File: src/sv/b64d_pkg.sv
// b64d_pkg: types, constants and the alphabet lookup for the base64 stream decoder.
// No dependencies; imported by b64d_out_if, b64d_decode, base64_stream_decoder_core and the testbench.
package b64d_pkg;

	localparam logic [7:0] PadChar   = 8'h3D;  // '='
	localparam int         MaxRes    = 3;      // results one character can cause
	localparam int         QDepth    = 6;      // result queue entries
	localparam int         QCntW     = $clog2(QDepth + 1);
	localparam int         ResCntW   = $clog2(MaxRes + 1);
	localparam logic [QCntW-1:0] QAcceptMax = QCntW'(QDepth - MaxRes);

	typedef struct packed {
		logic [7:0] data_byte;
		logic       error;
		logic       run_last;
		logic       message_last;
	} result_t;

	// group state carried from one character to the next
	typedef struct packed {
		logic [1:0]  group_position;
		logic [17:0] sextet_store;
		logic        padding_seen;
		logic        error_latched;
	} dec_state_t;

	typedef struct packed {
		logic [ResCntW-1:0]         count;
		result_t [MaxRes-1:0]       res;
	} dec_out_t;

	typedef struct packed {
		logic       bad;
		logic [5:0] value;
	} sextet_t;

	// A-Z, a-z, 0-9, '+', '/' -> 0..63; everything else is flagged bad
	function automatic sextet_t sextet_of(input logic [7:0] ch);
		sextet_t r;
		r.bad   = 1'b0;
		r.value = 6'd0;
		priority if (ch >= 8'h41 && ch <= 8'h5A) begin
			r.value = 6'(ch - 8'h41);
		end else if (ch >= 8'h61 && ch <= 8'h7A) begin
			r.value = 6'(ch - 8'h61 + 8'd26);
		end else if (ch >= 8'h30 && ch <= 8'h39) begin
			r.value = 6'(ch - 8'h30 + 8'd52);
		end else if (ch == 8'h2B) begin
			r.value = 6'd62;
		end else if (ch == 8'h2F) begin
			r.value = 6'd63;
		end else begin
			r.bad = 1'b1;
		end
		return r;
	endfunction

endpackage

File: src/sv/b64d_decode.sv
// b64d_decode: combinational step of the decoder, one character against the group state.
// Produces the next state and up to three results; depends on b64d_pkg.
module b64d_decode import b64d_pkg::*; (
	input  logic [7:0] symbol,
	input  logic       message_end,
	input  dec_state_t state,
	output dec_state_t state_nxt,
	output dec_out_t   dout
);

	sextet_t    sx;
	logic       is_pad;
	logic [5:0] v;
	logic       err;
	logic [5:0] a, b, c;
	logic [7:0] byte0, byte1, byte2;
	logic [ResCntW-1:0] cnt;
	logic       emit;

	always_comb begin
		sx     = sextet_of(symbol);
		is_pad = (symbol == PadChar);
		err    = state.error_latched;
		v      = sx.value;

		if (is_pad) begin
			// '=' only at position 2 (first pad) or 3
			if (state.group_position < 2'd2) err = 1'b1;
			else if (state.group_position == 2'd2 && state.padding_seen) err = 1'b1;
			v = 6'd0;
		end else begin
			if (sx.bad) begin
				err = 1'b1;
				v   = 6'd0;
			end
			if (state.padding_seen) err = 1'b1;
		end
		if (state.group_position == 2'd0 && state.padding_seen) err = 1'b1;
		if (message_end && state.group_position != 2'd3) err = 1'b1;

		a = state.sextet_store[17:12];
		b = state.sextet_store[11:6];
		c = state.sextet_store[5:0];
		byte0 = {a, b[5:4]};
		byte1 = {b[3:0], c[5:2]};
		byte2 = {c[1:0], v};

		if (!is_pad)                cnt = ResCntW'(3);
		else if (state.padding_seen) cnt = ResCntW'(1);
		else                        cnt = ResCntW'(2);

		emit = (state.group_position == 2'd3) && !err;

		dout.res[0] = '{byte0, 1'b0, cnt == ResCntW'(1), message_end && cnt == ResCntW'(1)};
		dout.res[1] = '{byte1, 1'b0, cnt == ResCntW'(2), message_end && cnt == ResCntW'(2)};
		dout.res[2] = '{byte2, 1'b0, cnt == ResCntW'(3), message_end && cnt == ResCntW'(3)};
		if (emit) begin
			dout.count = cnt;
		end else if (message_end && err) begin
			dout.count  = ResCntW'(1);
			dout.res[0] = '{8'd0, 1'b1, 1'b1, 1'b1};
		end else begin
			dout.count = '0;
		end

		if (message_end) begin
			state_nxt = '0;
		end else begin
			state_nxt.padding_seen   = state.padding_seen | is_pad;
			state_nxt.error_latched  = err;
			state_nxt.sextet_store   = (state.group_position == 2'd3) ? 18'd0
				: {state.sextet_store[11:0], v};
			state_nxt.group_position = state.group_position + 2'd1;
		end
	end

endmodule

File: config.mk
export PLATFORM = sky130hd
export DESIGN_NAME = b64d_decode
export DESIGN_NICKNAME = d
export VERILOG_FILES = /design/src/sv/b64d_pkg.sv /design/src/sv/b64d_decode.sv
export SDC_FILE = /design/constraint.sdc
export NUM_CORES = 1
export LEC_CHECK = 0
export BUFFER_PORTS_ARGS = -buffer_cell sky130_fd_sc_hd__buf_2
export CAP_MARGIN = 10
export CELL_PAD_IN_SITES_DETAIL_PLACEMENT = 0
export CELL_PAD_IN_SITES_GLOBAL_PLACEMENT = 1
export CORE_ASPECT_RATIO = 1.75
export CORE_MARGIN = 10
export CORE_UTILIZATION = 23
export DETAILED_ROUTE_END_ITERATION = 12
export GPL_ROUTABILITY_DRIVEN = 0
export GPL_TIMING_DRIVEN = 0
export PLACE_DENSITY_LB_ADDON = 0.3
export SLEW_MARGIN = 5
export SYNTH_ARGS = -nofsm -noshare
export SYNTH_HDL_FRONTEND = slang
export SYNTH_SLANG_ARGS = --single-unit
File: constraint.sdc
create_clock -name vclk -period 1.6
set_input_delay 0 -clock vclk [all_inputs]
set_output_delay 0 -clock vclk [all_outputs]
set_load 0.01 [all_outputs]
# Word-level counts from Yosys, hierarchy flattened
# Cells that the tools add are included.
dict set report totals {
  latch_bits 0
  regBits 0
  ramBits 0
  elab_cells 63
  mem_bits_ro 0
  n_memories 0
  out_inout_bits 57
  in_bits 31
}
dict set report classes {
  reduce_logical 13
  n_shift 0
  mul 0
  bitwise 1
  muxes 27
  n_addsub 6
  n_eq_ne 9
  magnitude_cmp 7
  div_mod_pow 0
}
# operator n
set op_table {}
lappend op_table {{two-way mux 6 bit} 7}
lappend op_table {{equality test 8 x 6 -> 1 bit, second input constant} 3}
lappend op_table {{two-way mux 11 bit} 2}
lappend op_table {{two-way mux 22 bit} 1}
lappend op_table {{two-way mux 18 bit} 1}
lappend op_table {{>= comparator 8 x 7 -> 1 bit, second input constant} 2}
lappend op_table {{less-or-equal comparator 8 x 7 -> 1 bit, second input constant} 2}
lappend op_table {{two-way mux 1 bit} 13}
lappend op_table {{subtractor 6 bit, second input constant} 2}
lappend op_table {{logical AND 1 bit} 11}
lappend op_table {{equality test 2 bit, second input constant} 4}
lappend op_table {{>= comparator 8 x 6 -> 1 bit, second input constant} 1}
lappend op_table {{less-or-equal comparator 8 x 6 -> 1 bit, second input constant} 1}
lappend op_table {{adder 6 x 5 -> 6 bit, second input constant} 1}
lappend op_table {{adder 6 bit, second input constant} 1}
lappend op_table {{two-way mux 2 bit} 3}
lappend op_table {{subtractor 6 x 1 -> 6 bit, second input constant} 1}
lappend op_table {{adder 2 x 1 -> 2 bit, second input constant} 1}
lappend op_table {{equality test 2 x 1 -> 1 bit, second input constant} 1}
lappend op_table {{zero test 2 bit} 1}
lappend op_table {{< comparator 2 bit, second input constant} 1}
lappend op_table {{inequality test 2 bit, second input constant} 1}
lappend op_table {{zero test 1 bit} 1}
lappend op_table {{OR 1 bit} 1}

# Logic depth before layout (Yosys ltp)
# Gate-level depths: netlist (run 1).
dict set report logic_depth {
  word_depth 14
  depth_mapped 10
  depth_no_buf 8
}

# Worst setup path before layout (run 1)
# Ideal clock, no wire load.
dict set report synth_timing {
  path_kind {input port to output port}
  from {input port symbol[3]}
  to {output port state_nxt[6] (netlist name)}
  t_arrival_ns 1.990
  path_stages 9
  n_path_buf 2
  slack_ns -0.390
  required_time_ns 1.600
  path_cell_list {buf_4 > inv_1 > ha_1 > or2b_2 > a21oi_2 > or4_1 > buf_2 > o221ai_1 > nor4b_1}
}
# item line
set synth_rtl {}
lappend synth_rtl {{start, declared} b64d_decode.sv:4} ;# input logic [7:0] symbol,
lappend synth_rtl {{end, declared} b64d_decode.sv:7} ;# output dec_state_t state_nxt,

==> reports/qor.yml, run 1 <==
placed_design:
  port_buffers: 85
  pre_cts_slack_ps: -758
  postPlaceCellArea_sq_um: 1680
  hpwl_microns: 4050
critical_path:
  crit_family: "simple AND/OR/NAND/NOR gates"
  worst-path-buf-inv: 4
  critPathMostFrequentCell: "buf_12"
  cp.required_ps: 1600
  slowest_delay_ps: 550
  crit_slowest_cell: "or4_4"
  crit_path_cell_trace: "buf_12, buf_12, inv_8, ha_4, or2b_4, a21oi_4, or4_4, o311ai_4, a311o_1, nor4b_4, buf_2"
  criticalPathCategory: "input pin to output port"
  end_kind: "output port"
  cp-start-kind: "input pin"
  path_depth: 11
  path_max_fanout: 3
  arrival_ps: 1980
global_routing:
  grtUsageMet2: 0.236
  grt_max_degree: 11
  top_usage_layer: "met2"
  grt_pass1_vias: 1556
  globalRouteTotalUtil: 0.119
  grt_use_met1: 0.116
  grtUsageMet3: 0.0391
  antenna_found_initial: 0
  grt_first_pass_wirelength_microns: 7830
  overflow: 0
floorplan:
  rows: 32
  die_h_microns: 109
  die_area_sq_um: 7730
  core_sq_um: 4400
  die-width_microns: 70.9
  io_pins: 88
  initial_utilization: 0.237
pwr:
  pwr-share-seq: 0
  comb_power_share: 1.000
  swShare: 0.490
  worst_ir_drop_vdd_uv: 131
  intPower_w: 0.000293
  total_power_w: 0.000575
  cellPowerDensity_nw_per_um2: 252
  p_leak_nw: 1.05
  clkPwrFrac: 0
  power_switching_w: 0.000282
hold_path:
  hold_path_depth: 3
  worstHoldPathType: "input pin to output port"
cells_and_area:
  seq_cells: 0
  fin_area_sq_um: 2280
  final_cell_mix: "69 x buf_2, 28 x buf_4, 20 x buf_6"
  diodes: 0
  n_fill_cell: 429
  seq_area_sq_um: 0
  area_growth_syn_to_layout_pct: 119
  layout_commonest_cell: "buf_2"
  num-clock-buffers: 0
  drive_gt1_frac: 0.693
  final_nets: 309
yosys:
  synth_cells: 157
  syn_area_sq_um: 1040
  yosysWarnings: 0
  avgSynthCellArea_sq_um: 6.64
  yosysSeqAreaShare: 0
  synth.distinct_cells: 43
timing:
  fin_tns_setup_ps: -7340
  worstMarginPinSlew_ps: 731
  setup_viol_count_final: 26
  fmax_mhz: 504
  final_hold_viol_count: 0
  final_max_slew_viol_count: 0
  final.setup.worst_slack_ps: -383
  period_share: 1.24
  relSlewSlack: 0.507
  post-route-min-period_ps: 1980
  rsz0062_at_grt: "yes"
  holdWs_ps: 274
routing:
  drc: 0
  vias: 1548
  finalWirelength_microns: 5090
  drtIter0Drc: 29
  ant_nets: 0
  drtPass1Iterations: 4
  via_per_inst: 4.91
  drt-wirelength-per-cell_microns: 16.2
job:
  max_cap_violations: 0
clock_network:
  postCtsHoldBufs: 0
outcome:
  status: "complete, but fails checks"
  violations: "setup timing"
## power by group through the flow
stage / Sequential, W / Combinational (W) / Clock (W)
global route: 0 / 0.000623 / 0
global placement: 0 / 0.000400 / 0
detailed placement: 0 / 0.000400 / 0
CTS: 0 / 0.000477 / 0
floorplan: 0 / 0.000242 / 0
finish: 0 / 0.000575 / 0
## per-stage QoR
stage	utilization	cells
2_1_floorplan	-	158
3_3_place_gp	0.381	294
3_5_place_dp	0.381	294
4_1_cts	0.445	305
5_1_grt	0.518	315
6_report	0.518	315
## cell usage after synthesis (all sizes together) (3+ instances only)
cell type,n,area share
and2,22,0.13
inv,12,0.043
o21ai,7,0.037
o211ai,3,0.022
nand3,4,0.019
nor2b,4,0.024
or4,3,0.029
nor2,11,0.040
nor3,5,0.024
nor4b,4,0.040
buf,17,0.12
ha,12,0.14
a21oi,7,0.037
nand2b,3,0.018
xnor2,3,0.025
a2111oi,3,0.025
nand2,11,0.040
## timing repair
item	in CTS	in global routing
setup buffers	10	11
gates resized for setup	47	55
pin swaps	15	26
setup endpoints to repair	27	27
cloned	1	1
## layout make-up
type | count | area [sq um] | area share
inverter | 12 | 67.6 | 0.0296
tap | 51 | 63.8 | 0.0280
multi-input combinational | 127 | 1240 | 0.544
timing repair buffer | 107 | 752 | 0.330
buffer | 18 | 156 | 0.0686
## tightest hold or removal path: stages
cell,delay [ps]
buf_2,100
nor2_1,40
buf_2,130
## worst paths after layout
| kind | startpoint | end | slack, ps |
|---|---|---|---|
| max | symbol[3] | state_nxt[5] | -380 |
| min | state[20] | state_nxt[20] | 270 |
## logic make-up (layout without fill, tap and decap cells)
logic type,count (synthesis),in the layout,synth area share
buffers and inverters,31,137,0.169
AOI/OAI and AO/OA,32,32,0.214
adders and majority gates,12,12,0.144
and+or+nand+nor,78,78,0.444
xor gates and xnor gates,3,3,0.0252
other,1,2,0.00360
## metal layers
layer | part of all wire | routed length, microns
met1 | 0.34 | 1710
met5 | 0 | 0
met4 | 0.021 | 105
met2 | 0.54 | 2730
met3 | 0.11 | 540
No activity file was read; power rests on OpenSTA's default activity.
==> run 2, diff against run 1 <==
CORE_UTILIZATION = 26   (was 23)
MAX_ROUTING_LAYER = met4   (was unset)
clock period = 1.84 ns   (was 1.6 ns; I/O delays follow)
==> run 2 against run 1 <==
The flow still finishes with violations (setup timing). Hold slack got worse by 2.3 ps. Sequential share of layout area stayed put. Clock-buffer cell count did not move. Die area shrank 8.9%. Power decreased by 17%. Core utilization rose by 4.5 points. Via count fell by 1.2%. Wire length shrank 1.5%. Largest power group unchanged. Highest routed layer unchanged.
==> reports/qor.yml, run 2 (synthesis results as in run 1) <==
timing:
  final.setup.worst_slack_ps: -211  # was -383 ps
  worstMarginPinSlew_ps: 661  # was 731 ps
  relSlewSlack: 0.559  # was 0.507
  final_hold_viol_count: 0  # unchanged
  final_max_slew_viol_count: 0  # unchanged
  fmax_mhz: 488
  rsz0062_at_grt: "yes"  # unchanged
  post-route-min-period_ps: 2050
  fin_tns_setup_ps: -2900  # was -7340 ps
  period_share: 1.11
  setup_viol_count_final: 24  # was 26
cells_and_area:
  diodes: 0  # unchanged
  final_nets: 311  # was 309
  area_growth_syn_to_layout_pct: 109  # was 119%
  seq_cells: 0  # unchanged
  fin_area_sq_um: 2180  # was 2280 sq um
  post-route-util: 0.563  # was 0.518
  drive_gt1_frac: 0.639  # was 0.693
  final_cell_mix: "79 x buf_2, 28 x buf_4, 21 x and2_1"  # was 69 x buf_2, 28 x buf_4, 20 x buf_6
  n_fill_cell: 385  # was 429
  seq_area_sq_um: 0  # unchanged
  num-clock-buffers: 0  # unchanged
  multiInputGateArea_sq_um: 1210  # was 1240 sq um
  layout_commonest_cell: "buf_2"  # unchanged
global_routing:
  grt_first_pass_wirelength_microns: 7710  # was 7830 microns
  grt_max_degree: 11  # unchanged
  grt_pass1_vias: 1601  # was 1,556
  globalRouteTotalUtil: 0.133  # was 0.119
  antenna_found_initial: 0  # unchanged
  overflow: 0  # unchanged
outcome:
  status: "complete, but fails checks"  # unchanged
  violations: "setup timing"  # unchanged
hold_path:
  worstHoldPathType: "input pin to output port"  # unchanged
  min_from: "state[20]"  # unchanged
pwr:
  p_leak_nw: 1.03  # was 1.05 nW
  comb_power_share: 1.000  # about the same
  clkPwrFrac: 0  # about the same
  swShare: 0.508  # was 0.490
  cellPowerDensity_nw_per_um2: 219  # was 252 nW/um^2
  power_switching_w: 0.000242  # was 0.000282 W
  total_power_w: 0.000476  # was 0.000575 W
  worst_ir_drop_vdd_uv: 131  # about the same
  intPower_w: 0.000234  # was 0.000293 W
  pwr-share-seq: 0  # about the same
critical_path:
  cp-start-kind: "input pin"  # unchanged
  criticalPathCategory: "input pin to output port"  # unchanged
  path_max_fanout: 5  # was 3
  crit_start: "symbol[3]"  # unchanged
  arrival_ps: 2050  # was 1980 ps
  end_kind: "output port"  # unchanged
  cp.required_ps: 1840  # was 1600 ps
placed_design:
  postPlaceCellArea_sq_um: 1580  # was 1680 sq um
  pre_cts_slack_ps: -705  # was -758 ps
  hpwl_microns: 3870  # was 4050 microns
  port_buffers: 85  # unchanged
routing:
  drtIter0Drc: 20  # was 29
  wl_met3_microns: 682  # was 540 microns
  drt-wirelength-per-cell_microns: 16.0  # was 16.2 microns
  drtPass1Iterations: 4  # unchanged
  met1_length_microns: 1640  # was 1710 microns
  wl_met2_microns: 2590  # was 2730 microns
  via_per_inst: 4.87  # was 4.91
  dr.max_layer_used: "met4"  # unchanged
  drc: 0  # unchanged
  finalWirelength_microns: 5010  # was 5090 microns
  ant_nets: 0  # unchanged
  vias: 1529  # was 1,548
floorplan:
  rows: 30  # was 32
  die_h_microns: 104  # was 109 microns
  initial_utilization: 0.270  # was 0.237
  die_area_sq_um: 7040  # was 7730 sq um
  core_sq_um: 3870  # was 4400 sq um
  io_pins: 88  # unchanged
  die-width_microns: 67.9  # was 70.9 microns
job:
  max_cap_violations: 0  # unchanged
run 2: per-layer routing:
metal	vias up	global-route usage
met5	-	-
met4	0	0.0289
met3	8	0.0302
met2	78	0.248
met1	686	0.130
li1	757	-
run 2: power by group through the flow:
stage                     sequential [W]  clock (W)  combinational, W
after floorplan                        0          0          0.000189
after global placement                 0          0          0.000322
after detailed placement               0          0          0.000322
after CTS                              0          0          0.000447
after global routing                   0          0          0.000516
final                                  0          0          0.000476
run 2: per-stage QoR:
step	instances	hold WS (ps)
2_1_floorplan	158	47.5
6_report	314	272
3_5_place_dp	291	279
4_1_cts	313	280
5_1_grt	314	299
3_3_place_gp	291	277
run 2: final timing paths:
check                      endpoint  slack [ps]  depth (start not counted)
worst max-delay path        dout[9]        -210                         13
worst min-delay path  state_nxt[20]         270                          3
run 2: critical path, stage by stage:
cell,delay (ps)
buf_8,100
buf_6,110
ha_4,180
buf_6,130
and3b_1,190
a2111oi_4,400
nor3_4,70
o21ai_2,160
buf_4,150
o211ai_1,120
buf_4,180
and2_1,150
buf_2,140
run 2: timing repair:
item	in CTS	in global routing
gates resized for setup	74	16
setup endpoints to repair	26	26
pin swaps	20	16
buffers inserted	20	2
gates cloned	2	0
hold buffers	0	0
run 2: cell type report:
class / instances / area share
Buffer: 18 / 0.0656
Inverter: 12 / 0.0242
Timing Repair Buffer: 109 / 0.324
Tap cell: 48 / 0.0276
Multi-Input combinational cell: 127 / 0.558
